**config.mk**
```make
export PLATFORM = sky130hd
export DESIGN_NAME = mtp_ctrl
export DESIGN_NICKNAME = d
export VERILOG_FILES = /design/src/rtl/mtp_pkg.sv /design/src/rtl/mtp_ctrl.sv
export SDC_FILE = /design/constraint.sdc
export NUM_CORES = 1
export LEC_CHECK = 0
export BUFFER_PORTS_ARGS = -buffer_cell sky130_fd_sc_hd__clkbuf_2
export CAP_MARGIN = 20
export CORE_AREA = 8 8 45 47
export DETAILED_ROUTE_END_ITERATION = 8
export DIE_AREA = 0 0 53 55
export PLACE_DENSITY_LB_ADDON = 0.2
export SLEW_MARGIN = 10
export SYNTH_ARGS = -nofsm -noshare
export SYNTH_HDL_FRONTEND = slang
export SYNTH_SLANG_ARGS = --single-unit
```
**constraint.sdc**
```tcl
create_clock -name clk_i -period 1.46 [get_ports clk_i]
set_input_delay 0.146 -clock clk_i [delete_from_list [all_inputs] [get_ports clk_i]]
set_output_delay 0.146 -clock clk_i [all_outputs]
set_load 0.01 [all_outputs]
```
**src/rtl/mtp_pkg.sv**
```systemverilog
`timescale 1ns / 1ps
package mtp_pkg;

  localparam int AngPi       = 12868;
  localparam int AngTwoPi    = 25736;
  localparam int CordicPi    = 205887;
  localparam int CordicSteps = 17;
  localparam int SqrtSteps   = 32;

  localparam logic [2:0] CfgGoalX     = 3'd0;
  localparam logic [2:0] CfgGoalY     = 3'd1;
  localparam logic [2:0] CfgGoalHead  = 3'd2;
  localparam logic [2:0] CfgGainDist  = 3'd3;
  localparam logic [2:0] CfgGainBear  = 3'd4;
  localparam logic [2:0] CfgGainFinal = 3'd5;
  localparam logic [2:0] CfgStopDist  = 3'd6;

  typedef enum logic [3:0] {
    ST_IDLE,
    ST_DIFF,
    ST_SQX,
    ST_SQY,
    ST_START,
    ST_RUN,
    ST_ALPHA,
    ST_BETA,
    ST_MULA,
    ST_MULB,
    ST_FIN
  } mtp_state_e;

  typedef struct packed {
    logic load;
    logic diff;
    logic sq_x;
    logic sq_y;
    logic start;
    logic run;
    logic alpha;
    logic beta;
    logic mul_a;
    logic mul_b;
    logic fin;
  } mtp_cmd_t;

  typedef struct packed {
    logic run_done;
    logic out_busy;
  } mtp_status_t;

  // atan(2^-i) in rad*65536
  function automatic logic signed [19:0] atan_entry(input logic [4:0] i);
    logic signed [19:0] r;
    r = '0;
    case (i)
      5'd0:  r = 20'sd51472;
      5'd1:  r = 20'sd30386;
      5'd2:  r = 20'sd16055;
      5'd3:  r = 20'sd8150;
      5'd4:  r = 20'sd4091;
      5'd5:  r = 20'sd2047;
      5'd6:  r = 20'sd1024;
      5'd7:  r = 20'sd512;
      5'd8:  r = 20'sd256;
      5'd9:  r = 20'sd128;
      5'd10: r = 20'sd64;
      5'd11: r = 20'sd32;
      5'd12: r = 20'sd16;
      5'd13: r = 20'sd8;
      5'd14: r = 20'sd4;
      5'd15: r = 20'sd2;
      5'd16: r = 20'sd1;
      default: r = '0;
    endcase
    return r;
  endfunction

endpackage

```
**src/rtl/mtp_ctrl.sv**
```systemverilog
`timescale 1ns / 1ps
module mtp_ctrl
  import mtp_pkg::*;
(
  input  logic        clk_i,
  input  logic        rst_ni,
  input  logic        in_valid_i,
  output logic        in_ready_o,
  input  mtp_status_t status_i,
  output mtp_cmd_t    cmd_o
);

  mtp_state_e state_q, state_d;

  always_ff @(posedge clk_i or negedge rst_ni) begin
    if (!rst_ni) begin
      state_q <= ST_IDLE;
    end else begin
      state_q <= state_d;
    end
  end

  always_comb begin
    state_d = state_q;
    unique case (state_q)
      ST_IDLE:  if (in_valid_i) state_d = ST_DIFF;
      ST_DIFF:  state_d = ST_SQX;
      ST_SQX:   state_d = ST_SQY;
      ST_SQY:   state_d = ST_START;
      ST_START: state_d = ST_RUN;
      ST_RUN:   if (status_i.run_done) state_d = ST_ALPHA;
      ST_ALPHA: state_d = ST_BETA;
      ST_BETA:  state_d = ST_MULA;
      ST_MULA:  state_d = ST_MULB;
      ST_MULB:  state_d = ST_FIN;
      ST_FIN:   if (!status_i.out_busy) state_d = ST_IDLE;
      default:  state_d = ST_IDLE;
    endcase
  end

  always_comb begin
    cmd_o      = '0;
    in_ready_o = 1'b0;
    unique case (state_q)
      ST_IDLE: begin
        in_ready_o = 1'b1;
        cmd_o.load = in_valid_i;
      end
      ST_DIFF:  cmd_o.diff  = 1'b1;
      ST_SQX:   cmd_o.sq_x  = 1'b1;
      ST_SQY:   cmd_o.sq_y  = 1'b1;
      ST_START: cmd_o.start = 1'b1;
      ST_RUN:   cmd_o.run   = 1'b1;
      ST_ALPHA: cmd_o.alpha = 1'b1;
      ST_BETA:  cmd_o.beta  = 1'b1;
      ST_MULA:  cmd_o.mul_a = 1'b1;
      ST_MULB:  cmd_o.mul_b = 1'b1;
      ST_FIN:   cmd_o.fin   = !status_i.out_busy;
      default:  cmd_o = '0;
    endcase
  end

endmodule

```
* Word-level counts from Yosys, hierarchy flattened
Index checks and enable logic that the tools add are counted.
** Storage, ports and cells
- Bits of input ports :: 5
- Flip-flop bits (word level) :: 4
** Cells by class
- Eq/ne operators :: 13
- Reductions and logical operators :: 3
- Multiplexer cells :: 16
** Operators with widths (number)
- 4-bit case mux with 11 select lines :: 1
- 4-bit by 3-bit equality test with 1-bit output (second input constant) :: 4
- 4-bit equality test (second input constant) :: 3
- 1-bit two-way mux :: 12
- 4-bit two-way mux :: 3
- 4-bit by 2-bit equality test with 1-bit output (second input constant) :: 2
- 2-bit inequality test (second input constant) :: 3
- 4-bit by 1-bit equality test with 1-bit output (second input constant) :: 1
- 4-bit zero test :: 1
- 3-bit AND reduction :: 1
- 1-bit zero test :: 1

* Longest topological paths before layout
- Depth in word-level cells :: 3
- Mapped depth :: 4
- Mapped depth without buffers :: 3

* Least setup slack after synthesis
OpenSTA, ideal clock, no wires.
- Path type :: register to output
- From :: reg state_q[0]
- To :: out cmd_o[10] (netlist bit)
- Required time :: 1.314 ns
- Arrival time :: 1.057 ns
- Slack :: 0.257 ns
- Cell stages (with the launch flop) :: 4
- Path through :: dfrtp_1 buf_6 nor4_4 and2_1
** RTL lines
- from (decl) :: RTL line mtp_ctrl.sv:13 : mtp_state_e state_q, state_d;
- from (signal assigned) :: RTL line mtp_ctrl.sv:19 : state_q <= state_d;
- to (decl) :: RTL line mtp_ctrl.sv:10 : output mtp_cmd_t cmd_o

==> results.py <==
metrics = {
    "route": {
        "drc_errors": 0,
        "wl_um": 984,
        "ant_nets": 0,
        "drt_iter0_markers": 3,
        "vias": 406,
        "vias_per_cell": 4.78,
        "drt_pass1_iterations": 3,
        "avgRoutedWirePerCell_um": 11.6,
    },
    "floorplan": {
        "coreArea_sq_mm": 0.00138,
        "chipHeight_um": 55,
        "dieArea_sq_mm": 0.00292,
        "ios": 17,
        "core.rowCount": 14,
        "start_util_pct": 26.9,
        "die-width_um": 53,
    },
    "sta": {
        "setup_viol": 0,
        "fin_crit_sh_pct": 96.8,
        "worst_pin_slew_ps": 229,
        "fmax_mhz": 708,
        "finalHoldViolCount": 0,
        "skew_ps": 0.921,
        "maxSlewViolCount": 0,
        "finalCriticalPeriod_ps": 1410,
        "worst_slew_margin_rel_pct": 84.7,
        "rsz0062_at_grt": "true",
    },
    "place": {
        "gp_congestion": 0.713,
        "place_area_sq_um": 452,
        "dp.cells": 75,
        "dp_hpwl_um": 755,
        "port_buffers": 16,
    },
    "worst_setup_path": {
        "crit_arrival_ps": 1270,
        "crit_slowest_cell": "dfrtp_2",
        "crit_buf_inv": 1,
        "path_class": "flop to primary output",
        "end_kind": "primary output",
        "crit_family": "flip-flops",
        "path_cells": "nor4_4 -> and2_1 -> buf_2",
        "crit_path_start_kind": "flop",
        "cpPeakStageDelay_ps": 470,
        "crit_required_ps": 1310,
        "crit_path_max_fanout": 7,
    },
    "layout": {
        "final_common_cell": "clkbuf_2",
        "largestRegisters": "state_q x4",
        "drive_gt1_share_pct": 53.6,
        "instances_no_fill": 85,
        "regMostFlops": "state_q",
        "fillers": 147,
        "utilization_pct": 40.1,
        "mostFrequentLayoutCells": "clkbuf_2 (14), nor3_1 (8), buf_4 (7)",
        "stdcell_area_sq_um": 554,
        "nNetsFinal": 76,
        "area_delta_synth_final_pct": 49.2,
        "antennaDiodeCount": 0,
        "largest_register_ffs": 4,
    },
    "clocking": {
        "clk_pin_slew_ps": 40,
        "root_buffer": "clkbuf_4",
        "cts-buffers-inserted": 3,
        "cts.sinks": 4,
        "cts_buffer_depth": 2,
        "htree_levels": 1,
        "clk_latency_ps": 230,
        "cts_tree": "done",
    },
    "grt": {
        "grt_pass1_wl_um": 1490,
        "grt_use_total_pct": 6.73,
        "grt_max_degree": 13,
        "grt_pass1_vias": 380,
        "grt_overflow": 0,
        "grt_antenna_before_repair": 0,
    },
    "synth": {
        "yosys_register_bits": 4,
        "syn_area_sq_um": 372,
        "synth_cells": 45,
        "syn_area_per_cell_sq_um": 8.26,
        "ys_types": 25,
        "yosys_warnings": 0,
        "yosysSeqAreaShare_pct": 26.9,
        "syn-num-nets": 50,
    },
    "job": {
        "maxCapViolCount": 0,
    },
    "power_and_ir_drop": {
        "power_density_mw_per_mm2": 2210,
        "leakage_nw": 0.263,
        "peakVddDrop_uv": 706,
    },
    "outcome": {
        "status": "completed",
    },
    "worst_hold_path": {
        "hold_class": "input port to flop",
    },
}
## kinds of logic (layout without fill, tap and decap cells)
| group | count (synthesis) | after routing | synth area share, % |
|---|---|---|---|
| simple gates | 22 | 22 | 36.7 |
| compound gates | 11 | 11 | 21.5 |
| buf+inv | 7 | 31 | 12.5 |
| flops | 4 | 4 | 26.9 |
| xor+xnor | 1 | 1 | 2.36 |
## worst paths after layout
| path | startpoint | endpoint | slack [ps] | cells past startpoint |
|---|---|---|---|---|
| worst max-delay path | state_q[0] | cmd_o[10] | 50 | 3 |
| worst min-delay path | status_i[1] | state_q[0] | 240 | 3 |
| worst max register to register | state_q[0] | state_q[3] | 210 | 4 |
| worst min register to register | state_q[3] | state_q[3] | 570 | 1 |
| max in group asynchronous | rst_ni | state_q[3] | 1060 | 2 |
| min in group asynchronous | rst_ni | state_q[0] | 260 | 2 |
## cell type report
type                            instances  area [sq um]  share of cell area [%]
Clock buffer                            3          22.5                    4.06
Inverter                                3          11.3                    2.03
Multi-Input combinational cell         34           233                    42.0
Sequential cell                         4           105                    19.0
Tap cell                               16          20.0                    3.61
Timing Repair Buffer                   25           163                    29.3
## through the flow
step	TNS (ps)	total power, W	setup slack (ps)	hold WS (ps)
global route	-75.2	0.00131	-23.8	258
detailed placement	0	0.000907	193	-45.0
finish	0	0.00122	47.3	239
global placement	0	0.000919	177	-45.0
CTS	0	0.00106	4.80	227
floorplan	0	0.000779	257	-150
## synth_stat cells
cell	instances	area, sq um
nor3_2	1	10.0
o21ai_1	1	5.00
o21ai_0	1	5.00
nand2_2	1	6.26
nor3_1	8	40.0
o22ai_2	1	12.5
inv_1	3	11.3
dfrtp_1	4	100
o22ai_1	1	6.26
nor2_1	5	18.8
xnor2_1	1	8.76
a2bb2oi_1	1	8.76
buf_4	1	7.51
or2b_4	1	11.3
a21oi_1	2	10.0
o32a_1	1	10.0
nand2_1	1	3.75
buf_2	1	5.00
a31oi_1	1	6.26
buf_6	2	22.5
o21bai_1	1	7.51
o31a_1	1	8.76
nand2b_1	3	18.8
nor4_4	1	21.3
and2_1	1	6.26
## timing repair
item                       4_1_cts  5_1_grt
setup endpoints to repair        5        6
buffers inserted                 0        6
hold buffers                     1        0
cloned                           0        0
hold endpoints to repair         4        0
resized for setup                4        3
## power by group
group	switching, W	total [W]	internal (W)
Sequential	0.000123	0.000297	0.000173
Clock	0.0000401	0.000132	0.0000916
Combinational	0.000360	0.000794	0.000434
Total	0.000523	0.00122	0.000699
## per-layer routing
metal	global-route usage [%]	wire length, um	vias up	share of wire [%]
met5	0	0	-	0
met4	5.17	0	0	0
met3	1.87	51	0	5.2
met2	12.7	563	4	57
met1	5.95	369	194	38
li1	-	-	208	-
## worst register-to-register path: stages (launching register included)
cell     delay (ps)
dfrtp_2         470
buf_12          160
nor3_2          160
a31oi_1          60
o32a_1          290
Power figures use the tool's default switching activity.
